File: config.mk
export PLATFORM = sky130hd
export DESIGN_NAME = caf_front
export DESIGN_NICKNAME = d
export VERILOG_FILES = /design/src/design/caf_pkg.sv /design/src/design/caf_front.sv
export SDC_FILE = /design/constraint.sdc
export NUM_CORES = 1
export LEC_CHECK = 0
export BUFFER_PORTS_ARGS = -buffer_cell sky130_fd_sc_hd__buf_4
export CAP_MARGIN = 20
export CORE_MARGIN = 4
export CORE_UTILIZATION = 53
export CTS_CLUSTER_DIAMETER = 60
export DETAILED_ROUTE_END_ITERATION = 6
export PLACE_DENSITY = 0.79
export SETUP_SLACK_MARGIN = 0.05
export SLEW_MARGIN = 30
export SYNTH_ARGS = -nofsm -noshare
export SYNTH_HDL_FRONTEND = slang
export SYNTH_SLANG_ARGS = --single-unit
File: constraint.sdc
create_clock -name clk -period 4.8 [get_ports clk]
set_input_delay 0.72 -clock clk [delete_from_list [all_inputs] [get_ports clk]]
set_output_delay 0.72 -clock clk [all_outputs]
set_load 0.03 [all_outputs]
File: src/design/caf_pkg.sv
`timescale 1ns / 1ps
// ----------------------------------------------------------------------------
// caf_pkg
// Shared types and constants of the common ancestor finder.
// ----------------------------------------------------------------------------
package caf_pkg;

  localparam int NODE_W = 11;
  localparam int DEF_MAX_NODES = 1024;

  typedef logic [NODE_W-1:0] node_t;

  localparam logic CMD_LOAD  = 1'b0;
  localparam logic CMD_QUERY = 1'b1;

  // one classified item on its way from front to back
  typedef struct packed {
    logic  is_query;
    node_t a;
    node_t b;
  } item_t;

  // back to front status
  typedef struct packed {
    logic pop;
    logic clearing;
  } back_stat_t;

endpackage

File: src/design/caf_front.sv
`timescale 1ns / 1ps
// ----------------------------------------------------------------------------
// caf_front
// Accepts input beats, screens loads and holds items in a two-entry queue.
// ----------------------------------------------------------------------------
module caf_front #(
  parameter int MAX_NODES = caf_pkg::DEF_MAX_NODES
) (
  input  logic               clk,
  input  logic               rst,
  input  logic               push,
  output logic               full,
  input  logic               cmd,
  input  caf_pkg::node_t     first_node,
  input  caf_pkg::node_t     second_node,
  input  caf_pkg::back_stat_t stat,
  output caf_pkg::item_t     head,
  output logic               head_valid
);
  import caf_pkg::*;

  localparam logic [1:0] Q_FULL = 2'd2;

  item_t      q [2];
  logic       wr_ptr;
  logic       rd_ptr;
  logic [1:0] count;
  logic [1:0] count_next;
  logic       accept;
  logic       keep;
  logic       in_range;
  item_t      item;

  assign full     = (count == Q_FULL) || stat.clearing;
  assign accept   = push && !full;
  assign in_range = (first_node != '0) && (32'(first_node) <= 32'(MAX_NODES));
  assign keep     = accept && ((cmd == CMD_QUERY) || in_range);

  always_comb begin
    item.is_query = (cmd == CMD_QUERY);
    item.a        = first_node;
    // a parent that is not smaller makes the node a root
    if (cmd == CMD_QUERY || second_node < first_node) begin
      item.b = second_node;
    end else begin
      item.b = '0;
    end
  end

  assign count_next = count + {1'b0, keep} - {1'b0, stat.pop};

  always_ff @(posedge clk) begin
    if (rst) begin
      wr_ptr <= 1'b0;
      rd_ptr <= 1'b0;
      count  <= '0;
    end else begin
      if (keep) begin
        wr_ptr <= ~wr_ptr;
      end
      if (stat.pop) begin
        rd_ptr <= ~rd_ptr;
      end
      count <= count_next;
    end
  end

  always_ff @(posedge clk) begin
    if (keep) begin
      q[wr_ptr] <= item;
    end
  end

  assign head       = q[rd_ptr];
  assign head_valid = (count != '0);

  a_count_bound: assert property (@(posedge clk) disable iff (rst)
    count <= Q_FULL) else $error("queue count overflow");
  a_no_pop_empty: assert property (@(posedge clk) disable iff (rst)
    stat.pop |-> count != '0) else $error("pop of empty queue");
  a_keep_room: assert property (@(posedge clk) disable iff (rst)
    keep |-> count != Q_FULL) else $error("push into full queue");

endmodule

# [After elaboration in Yosys (flattened, before gate mapping)]
# Memories as Yosys holds them, arrays and structs flattened. A register that Yosys moved wholly into a read port is not among the register bits.
# Index checks and enable logic that the tools add are counted.
[word_totals] register_bits=4 mem_bits_rw=46 inputBits=28 out_inout_bits=25 wordCells=25 n_memories=1
[op_classes] n_addsub=2 order_cmp=2 n_eq_ne=1 muxes=5 n_bitwise=2 reduce_logical=9
[mem_list] name="q" depth=2 width=23 read_ports=1 rd_ports_with_merged_regs=1 write_ports=1 line="caf_front.sv:24" source="item_t q [2];"
[ops] op="11-bit less-or-equal comparator, second input constant" count=1
[ops] op="11-bit less-than comparator" count=1
[ops] op="11-bit 2-to-1 mux" count=1
[ops] op="11-bit nonzero test" count=1
[ops] op="1-bit 2-to-1 mux" count=4
[ops] op="1-bit logical AND" count=3
[ops] op="1-bit logical OR" count=3
[ops] op="2-bit by 1-bit adder with 2-bit output" count=1
[ops] op="2-bit equality test, second input constant" count=1
[ops] op="1-bit NOT" count=2
[ops] op="2-bit nonzero test" count=1
[ops] op="2-bit by 1-bit subtractor with 2-bit output" count=1
[ops] op="1-bit logical NOT" count=1

# [Longest topological paths before layout]
# Gate-level depths: netlist (run 1).
[depth] depth_word=7 mapped_depth=7 mapped_depth_nobuf=7

# [Worst setup path after synthesis (run 1)]
# Ideal clock, no wire load.
[synth_path] kind="input-to-reg" startpoint="in first_node[2]" endpoint="mem q[0][0] (netlist name), enable pin" setup_time_ps=461 arrival_time_ps=3439 required_ps=4339 setup_slack_ps=900 cell_stages=3 path_buffers=0 cell_sequence="nor4_2 -> a21oi_1 -> nor4_1"
[synth_between] elab_chain_cells=6 word_cells_on_any_way=7 cone_classes="1 x order compare; 2 x mux; 4 x reduce/logical"
[synth_lines] item="start, declared" line="caf_front.sv:14" source="input caf_pkg::node_t first_node,"
[synth_lines] item="11-bit less-or-equal comparator / 11-bit nonzero test (equally long branches)" line="caf_front.sv:36" source="assign in_range = (first_node != '0) && (32'(first_node) <= 32'(MAX_NODES));"
[synth_lines] item="1-bit logical AND *" line="caf_front.sv:36"
[synth_lines] item="1-bit logical OR *" line="caf_front.sv:37" source="assign keep = accept && ((cmd == CMD_QUERY) || in_range);"
[synth_lines] item="1-bit logical AND *" line="caf_front.sv:37"
[synth_lines] item="1-bit 2-to-1 mux *" line="caf_front.sv:69" source="if (keep) begin"
[synth_lines] item="1-bit 2-to-1 mux (not written as such) *" line="caf_front.sv:70" source="q[wr_ptr] <= item;"
[synth_lines] item="end, declared" line="caf_front.sv:24"
# Every way passes the cells marked *; elsewhere a longest branch is shown, timed or not.

# [Worst setup path in the final report (run 1)]
[layout_path] startpoint="in first_node[2]" endpoint="mem q[0][9] (netlist name), enable pin"
# The elaborated chain is that of the path after synthesis.

==> results of run 1 <==
-- per-stage QoR --
step	instances	utilization	instance area, sq um
floorplan	165	-	2350
global placement	263	0.675	2800
detailed placement	263	0.675	2800
CTS	271	0.695	2880
global route	271	0.697	2890
finish	271	0.697	2890
-- registers in the layout (all words and copies together), names as in the netlist, named ones only --
signal / count
count: 2
q: 46
rd_ptr: 1
wr_ptr: 1
-- logic make-up (layout without fill, tap and decap cells) --
family,count (synthesis),count (layout)
multiplexers,24,24
XOR/XNOR,3,3
buffers and inverters,19,75
flip-flops,51,51
AO/OA/AOI/OAI,32,32
adder cells (fa/ha/maj),12,12
AND/OR/NAND/NOR,24,24
-- how the worst max path moves through the flow --
stage | end | slack [ns] | cells after the start
CTS | q[0][9] | 1.97 | 5
global placement | q[0][2] | 1.87 | 5
floorplan | q[0][0] | 0.90 | 3
detailed placement | q[0][9] | 1.68 | 5
finish | q[0][9] | 2.35 | 5
global route | q[0][7] | 2.20 | 5
-- cell type report --
cell class / count / area (sq um) / area share
clock inverters: 2 / 12.5 / 0.00433
repair buffers: 54 / 405 / 0.140
inverters: 13 / 48.8 / 0.0169
multi-input cells: 95 / 806 / 0.279
flip-flops and latches: 51 / 1480 / 0.513
well taps: 50 / 62.6 / 0.0216
clock buffers: 6 / 72.6 / 0.0251
-- Yosys cell counts --
cell / instances
a211oi_1: 1
a21oi_1: 16
and2_2: 1
and4_1: 1
and4_2: 1
buf_2: 2
clkbuf_1: 4
dfxtp_1: 5
edfxtp_1: 46
ha_1: 12
inv_1: 13
mux2_2: 23
mux2_4: 1
nand2_1: 4
nand2b_1: 3
nor2_1: 6
nor2b_1: 2
nor3_2: 1
nor4_1: 1
nor4_2: 1
nor4_4: 1
nor4bb_1: 1
o2111ai_2: 1
o21a_1: 1
o21ai_0: 12
o221ai_1: 1
or2_2: 1
xnor2_1: 2
xor2_1: 1
-- worst max-delay path, stage by stage --
cell,delay (ns)
buf_4,0.13
nor4_2,0.37
a21oi_1,0.20
nor4_4,0.67
buf_4,0.35
-- metal layers --
layer | global-route usage | vias to the layer above | share of wire
met5 | 0 | - | 0
met4 | 0.0672 | 0 | 0.021
met3 | 0.0392 | 9 | 0.073
met2 | 0.315 | 60 | 0.51
met1 | 0.209 | 703 | 0.39
li1 | - | 720 | -
-- power by group --
part           total [mW]  switching, mW  internal, mW
sequential          0.520         0.0137         0.506
clock               0.233          0.131         0.102
combinational       0.194          0.109        0.0851
-- placed cells by master, fill, tap and decap left out, drive strengths merged --
| cell | count |
|---|---|
| clkbuf | 6 |
| nand2b | 3 |
| edfxtp | 46 |
| xnor2 | 2 |
| a211oi | 1 |
| nor3 | 1 |
| o21ai | 12 |
| dfxtp | 5 |
| nor4 | 3 |
| nor2 | 6 |
| xor2 | 1 |
| nor4bb | 1 |
| a21oi | 16 |
| or2 | 1 |
| buf | 54 |
| inv | 13 |
| o221ai | 1 |
| nand2 | 4 |
| clkinvlp | 1 |
| and2 | 1 |
| and4 | 2 |
| nor2b | 2 |
| o2111ai | 1 |
| ha | 12 |
| o21a | 1 |
| mux2 | 24 |
| clkinv | 1 |
==> results.txt, run 1 <==
The run finished with clean final reports. Sorting the synthesized cells by area gives the leading types as edfxtp_1, mux2_2, ha_1, dfxtp_1, a21oi_1. In this run, distinct cell masters in the synthesized netlist total 29. The number of cells produced by synthesis is 165. The arithmetic-cell share of the synthesized area counting full adders, half adders and majority gates came out at 0.0640. After synthesis, the largest family of logic cells by area is multiplexers. From bottom edge to top edge, the die measures 74.5 um. Dividing the detail-routed wire length by the instance count gives 16.7 um. The congestion estimate from routability-driven global placement came to 0.817. The worst hold-check slack was 0.558 ns. edfxtp_1 takes more of the synthesized area than any other cell. The post-synthesis area per instance was 14.2 sq um; the later-pin clock latency in the skew report was 0.30 ns. The timing-limited maximum frequency is 408 MHz, and the worst setup timing slack at the placement stage is 1.68 ns. Summed over all cells, the static leakage comes to 1.14 nW. Counting the fill cells in the layout gives 289. In the routed layout, each cell is associated on average with a via count of 5.51.

The worst hold path terminates at rd_ptr. Setup violations remaining at the end of the flow were counted as 0. The share of Yosys cell area claimed by the top area cell type is 0.589, and the total via count after detailed routing is 1492. The minimum period implied by the final worst setup slack works out to 2.45 ns. The path type of the worst min-delay path was register to register.

Setup repair after global routing left no endpoint under its margin. STA puts the critical path data arrival time at 2.44 ns. The worst-case IR drop observed on VDD is 0.000245 V. In this run, the number of DRC markers left after iteration 0 of detailed routing was 140. The tools report the cell area after technology mapping as 0.00235 sq mm. Counting instances, the worst hold path has a depth of 2. For the count of pins over their slew limit, the log shows 0. For the number of H-tree levels, the log shows 2. During placement, the flow inserted port buffers numbering 52. The area growth from synthesis to layout is 23.2%. The total power of the final layout came out at 947 uW.

The wire length of the first global-routing pass came out at 7280 um. The total overflow left after global routing is 0. The tools report the number of warnings printed during yosys synthesis as 0.

Total of flip-flops plus latches after synthesis: 51. For the TritonCTS sink count, the log shows 51. Setup total negative slack on the finished layout was measured at 0 ns. For the combined global-route utilization of all metal layers, the log shows 0.177. The most critical setup path has its startpoint at first_node[2]. The repair_antennas step left the layout with diodes totalling 0.

The xor and xnor area share after synthesis was 0.0112; the worst slew margin relative to its limit was 0.440. The tree is rooted in a clkbuf_8. Entering global routing, the biggest net connects 24 pins.

The data required time at the worst endpoint is 4.79 ns. 53 I/O pins were placed. The tools report the worst-case clock buffer depth as 2. After layout, the worst setup slack is 2.35 ns. STA classifies the critical path endpoint as a register. Measured along the x axis, the die boundary spans 74.5 um. The synthesized-area fraction occupied by ao, oa, aoi and oai cells is 0.0763.

The worst setup path is launched from a primary input. The final worst-path cycle share was 0.511. The via count of the first global-routing pass came out at 1608. The highest net fanout along the worst path was 14. The run gives 0 as the initial antenna violation count. The startpoint of the most critical hold path is rd_ptr.

In the final design database the tool counted 260 nets. The setup path with the least slack is of type primary input to register. The share of layout cells above drive strength 1 works out to 0.425. The number of detailed-routing iterations run before antenna repair came out at 4. The basic-gate share of the synthesized area counting and, or, nand and nor cells was 0.0688; the setup clock skew after layout was 0.00795 ns. Post-cts repair resize count: 0.

After clock tree synthesis, the clock-pin slew on the worst setup and hold paths is 0.08 ns. The number of setup buffers added after CTS was 0; the total count of hold-check failures in the final report was 0. After detailed routing, the total wire length is 4530 um. The tools report the area of the core as 0.00414 sq mm. The terminus of the critical flop-to-flop path is q[0][9]. At the pin with the least slew margin, the transition time is 0.839 ns. The number of nets in the synthesized netlist is 205.

The die covers 0.00555 sq mm. Setup slack on the worst reg-to-reg path comes out at 2.93 ns. TritonCTS built the clock tree. The half-perimeter wire length after detailed placement was 3420 um; the fraction of the yosys area taken by sequential cells was 0.631.

The run gives 0 as the number of nets still failing antenna checks after routing. The run gives 5 as the number of buffers created by CTS. In this run the critical register-to-register path is launched from count[0].

The mux share of post-synthesis cell area was 0.117; the path depth of the worst reg2reg path was 4. The initial cell density of the core came out at 0.566. The ratio of total power to cell area is 328 mW/mm^2, and the standard-cell row count is 23. For this design, the CTS-stage hold fixing added 0 buffers. Across the run, the number of max-cap violations was 0. After detailed routing, the number of remaining DRC violations is 0.
Note: power is estimated with default switching activity, not from simulation.
==> run 2, diff against run 1 <==
- clock period: 4.8 -> 2.35 ns (I/O delays scaled with it)
==> results.txt, run 2 (synthesis gave the netlist of run 1 again) <==
Excluding fillers, the count of instances in the completed layout stands at 275. Wires add up to 4560 um. The standard cell with the maximum stage delay on the critical path is mux2_2. Of all nets on the critical path, the largest fanout is 23. In this run the deepest clock path goes through 2 buffers. The logic depth of the worst path, buffers included came out at 3. The smallest clock period supported by the final layout is computed as 1.84 ns.

In this run, the number of DRC markers left after iteration 0 of detailed routing was 106. The endpoint of the worst setup timing path was head[22]. The cell sitting at the root of the clock tree is a clkbuf_8. The die boundary height is 74.5 um.

The first detailed-routing pass took 4 iterations. The terminus of the critical flop-to-flop path was count[1]. The critical path arrival was 1.49 ns.

The timing-limited maximum frequency was 543 MHz. The run gives 1564 as the via count of the first global-routing pass. The kind of end point of the critical path was an output pin. The combined global-route utilization of all metal layers is 0.182. The number of nets still failing antenna checks after routing was 0; the setup-violating endpoint count in the final report was 0.

Wire length of the first global-routing pass: 7280 um. Area growth from synthesis to layout: 25.1%. The largest registers in the layout are q: 46 flops, count: 2 flops. At the placement stage, the worst setup path has a slack of 0.228 ns. Once the clock tree was built, the setup fixing pass inserted 0 buffers. Post-CTS repair changed the size of 0 cells. The wire-length estimate of the detail-placed layout is 3480 um. Setup slack closes at 0.510 ns. The data required time at the worst endpoint is 2.00 ns.

The clock slew seen by the registers of the worst setup and hold paths is 0.08 ns. The clock drives 51 sinks. Setup repair after global routing left no endpoint under its margin. Summed over all layers, the global routing overflow is 0. Across the routed clock network, the largest skew measured is 0.00623 ns.

After clock tree synthesis, the flow added hold-fix buffers numbering 0. The kind of cell with the highest combined delay on the critical path is buffers and inverters. The initial cell density of the core was 0.566; the area of the die was 0.00555 sq mm.

The library cell used most frequently in the layout, excluding fill and tap cells, is buf_4. The top cell types in the final layout, fill and taps aside, are buf_4, edfxtp_1, mux2_2, a21oi_1, inv_1. Fill cells in the final layout number 290. After detailed routing, the number of remaining DRC violations is 0. TritonCTS created 5 clock buffers. At the later pin of the worst-skew pair, clock insertion delay measures 0.30 ns. In this run the critical register-to-register path is launched from count[0]. Path depth of the worst reg2reg path: 7. In the final routed layout, each cell accounts on average for 16.6 um. After the last flow step, the layout net total stands at 264. The largest single stage delay on the critical path is 0.40 ns. Power spread over the standard cell area amounts to 666 mW/mm^2. The worst setup path is launched from a register. Among the stages of the critical path, the cell type that occurs most often is buf_4. The tools report the number of antenna repair diodes as 0. The tools report the count of pins over their slew limit as 0. The path type of the worst min-delay path is primary input to register. The share of layout cells above drive strength 1 is 0.436, and the initial antenna violation count is 0.

For the worst slew margin relative to its limit, the log shows 0.751. The run finished with clean final reports. Weighted congestion at the end of routability-driven global placement: 0.788. TritonCTS built the clock tree.

Critical path class: register to output pin. Counting flops per register, the top entry is q. The standby leakage power was 1.16 nW; the number of buffers and inverters on the critical path was 2. The standard-cell row count is 23, and the peak supply drop is 0.000607 V. Entering global routing, the biggest net connects 24 pins. The register with the most flip-flops in the layout has 46 of them. Cell count after placement: 267. The die is 74.5 um wide.

Buffers placed on the I/O ports in this run total 52. The total area inside the core boundary comes to 0.00414 sq mm. The total count of hold-check failures in the final report was 0; the max-capacitance violation count was 0.

Top-level port count: 53. The post-detailed-route via-to-cell ratio was 5.47. The critical path goes through buf_4 -> mux2_2 -> buf_4. For the setup slack on the worst flop-to-flop path, the log shows 0.72 ns. Summed over all failing endpoints, the final setup total negative slack is 0 ns. The transition time at the pin with the least slew margin works out to 0.374 ns. The total via count after detailed routing was 1503; the number of H-tree levels was 2. The final worst-path cycle share works out to 0.783.
[run 2: cell types whose count changed in the layout (fill, tap and decap cells not counted), sizes merged]
| cell | delta |
|---|---|
| buf | +4 |
| clkbuf | -1 |
| clkinvlp | +1 |
[run 2: final cells by class]
type	count	area (sq um)	share of cell area
clock inverter	3	20.0	0.00682
clock buffer	5	68.8	0.0234
multi-input combinational	95	806	0.275
tap	50	62.6	0.0213
inverter	13	48.8	0.0166
sequential	51	1480	0.505
timing repair buffer	58	448	0.153
[run 2: worst min path at each step]
stage	from	end	slack [ns]	cells past startpoint
detailed placement	rd_ptr	rd_ptr	0.50	2
finish	rst	register	0.25	2
global route	first_node[4]	q[1][15]	0.23	1
global placement	rd_ptr	rd_ptr	0.50	2
floorplan	rst	count[0]	0.42	1
CTS	first_node[4]	q[1][15]	0.24	1
[run 2: power breakdown]
part	switching, mW	total, mW	internal (mW)
combinational	0.240	0.422	0.181
sequential	0.0139	1.05	1.03
clock	0.280	0.488	0.207
[run 2: worst reg2reg max path, cell delays in order (launching register included)]
cell and delay (ns):
dfxtp_1 0.35, nand2b_1 0.14, o2111ai_2 0.17, nor3_2 0.25, ha_1 0.21, xor2_1 0.20
xnor2_1 0.14, nor2_1 0.05
[run 2: layer usage]
layer  share of wire  vias to the layer above  track usage  routed length (um)
met5               0                        -            0                   0
met4           0.023                        0       0.0810                 105
met3           0.066                        9       0.0541                 302
met2            0.53                       49        0.323                2430
met1            0.38                      719        0.202                1720
li1                -                      726            -                   -
[run 2: metrics by stage]
stage	hold WS [ns]	utilization	power [mW]	cell area, sq um
after floorplan	0.424	-	1.33	2360
after global placement	0.497	0.687	1.47	2850
after detailed placement	0.502	0.687	1.49	2850
after CTS	0.238	0.708	1.97	2940
after global routing	0.230	0.708	2.06	2940
final	0.249	0.708	1.96	2940
==> run 3, diff against run 2 <==
- CORE_UTILIZATION: 53 -> 48
- PLACE_DENSITY: 0.79 -> 0.76
- clock period: 2.35 -> 1.52 ns (I/O delays scaled with it)
==> results.txt, run 3 (synthesis gave the netlist of run 1 again) <==
The share of layout cells above drive strength 1 came out at 0.576. Static timing analysis puts the maximum clock frequency at 628 MHz. Measured along the y axis, the die boundary spans 77.9 um. In the final design database the tool counted 282 nets. The setup slack of the critical path after layout is -0.0726 ns.

The number of detailed-routing iterations run before antenna repair is 4. The highest cell delay on the worst timing path works out to 0.40 ns. q holds more flip-flops than any other register. The run gives 53 as the top-level port count.

The cell-internal power came out at 2.51 mW. The startpoint type of the worst setup path was a register. The final reports fail on negative setup slack. CTS built an H-tree with a depth of 2.

The total area inside the core boundary comes to 0.00472 sq mm. Area of the die: 0.00607 sq mm. Clock latency on the worst-skew pair, taken at its later pin, is 0.30 ns.

Input and output buffers added on the ports amount to 52. The violation count after the first detailed-route iteration was 91. The pin count of the biggest net entering global routing came out at 16.

The min-delay analysis places its worst path in the category primary input to register. VDD sags by at most 0.000714 V. For the worst slew margin relative to its limit, the log shows 0.763.

For the worst setup path, the data required time is 1.29 ns. Setup total negative slack on the finished layout was measured at -1.24 ns. The tools report the max-capacitance violation count as 0. The width of the die came out at 77.9 um. 0 antenna diodes ended up in the layout. The transition time at the pin with the least slew margin came out at 0.353 ns. On the critical path the largest part of the delay comes from flip-flops.

The routed wire length per instance was 18.6 um. Hold is met by 0.119 ns. In the layout the commonest cells are edfxtp_1, buf_4, buf_6, mux2_2. The standard cell with the maximum stage delay on the critical path is dfxtp_4. The flow ran to the end, but the final reports show violations.

Data on the critical path arrives at its endpoint at 1.36 ns. The initial antenna violation count came out at 0. The number of hold buffers added after CTS was 0. Counting every sink on the clock net gives 51. The run gives 0 as the total count of hold-check failures in the final report. Detailed routing inserted a total of 1652 vias. The critical path in this run is classified as register to output pin. In this run the worst path has a maximum fanout of 11.

The combined global-route utilization of all metal layers came out at 0.201. For the number of nets still failing antenna checks after routing, the log shows 0. Traced cell by cell, the critical path runs through buf_16 -> mux2_2 -> buf_6. The setup-violating endpoint count in the final report came out at 32. TritonCTS built the clock tree.

The count of pins over their slew limit was 0. At the placement stage, the worst setup path has a slack of -0.307 ns. The run gives 0.265 as the share of total power in the clock network. For the final database, setup skew stands at 0.00521 ns.

The switching power of the nets was 908 uW. For the leftover overflow at the end of global routing, the log shows 0. The clock slew seen by the registers of the worst setup and hold paths is 0.08 ns, and the worst-case clock buffer depth is 2.

The post-detailed-route via-to-cell ratio was 5.33. Power spread over the standard cell area amounts to 976 mW/mm^2. The initial cell density of the core is 0.497.

For the total wirelength of the detailed-routed design, the log shows 5770 um. Leading cell type in the layout, fill and taps excluded: edfxtp_1. The sequential share of power is 0.477, and the area growth from synthesis to layout is 49.3%. The clock tree root buffer cell was clkbuf_8. The first global-routing pass estimated 9280 um of wire. Summed over all cells, the static leakage comes to 1.36 nW. The final worst-path cycle share came out at 1.05.

The largest registers in the layout are q: 46 flops, count: 2 flops. The register with the most flip-flops in the layout has 46 of them. Fraction of power spent switching nets: 0.266. The part of the power in combinational logic was 0.258; the number of buffers created by CTS was 5. For this run, design rule violations remaining after detail routing come to 0. The standard-cell row count was 25; the via count of the first global-routing pass was 1872. Half-perimeter wire length after detailed placement: 3740 um.

The critical path contains buffers and inverters numbering 2 combined. Setup repair after global routing could not meet its margin everywhere. The tools report the kind of end point of the critical path as an output pin. The tools report the weighted congestion at the end of routability-driven global placement as 0.786.

The worst path in the final design needs a cycle of 1.59 ns, including I/O delays and setup.
run 3: final cells by class:
type / instances / area (sq um)
clock buffer: 5 / 68.8
fill: 285 / 1220
timing repair buffer: 76 / 782
sequential: 51 / 1490
multi-input combinational: 95 / 985
inverter: 13 / 58.8
tap: 67 / 83.8
clock inverter: 3 / 38.8
run 3: power by group through the flow:
stage	Clock (mW)	Sequential, mW	Combinational, mW
after CTS	0.913	1.63	0.855
after global placement	0	1.65	0.695
after global routing	0.982	1.64	0.940
final	0.907	1.63	0.880
after detailed placement	0	1.65	0.720
after floorplan	0	1.65	0.436
run 3: repair_timing:
item | 4_1_cts | 5_1_grt
setup buffers | 7 | 1
resized for setup | 46 | 18
pin swaps | 5 | 6
gates cloned | 3 | 1
setup endpoints to repair | 61 | 77
run 3: worst paths after layout:
path                 startpoint        to  slack [ns]  depth (start not counted)
hold reg to reg          rd_ptr  register        0.55                          2
hold / removal    first_node[8]  q[0][19]        0.12                          1
setup / recovery       register  head[11]       -0.07                          3
setup reg to reg       count[0]  q[1][21]           0                          6
run 3: routing by layer:
| metal | vias up | global-route usage | wire length (um) |
|---|---|---|---|
| li1 | 770 | - | - |
| met5 | - | 0 | 0 |
| met2 | 53 | 0.360 | 3090 |
| met3 | 8 | 0.0510 | 303 |
| met1 | 821 | 0.233 | 2300 |
| met4 | 0 | 0.0699 | 82 |
run 3: metrics by stage:
step / utilization / cell area (sq um) / power, mW / cells
global placement: 0.649 / 3070 / 2.34 / 293
finish: 0.742 / 3500 / 3.42 / 310
floorplan: - / 2470 / 2.08 / 165
CTS: 0.740 / 3500 / 3.40 / 311
detailed placement: 0.649 / 3070 / 2.37 / 293
global route: 0.742 / 3500 / 3.56 / 310
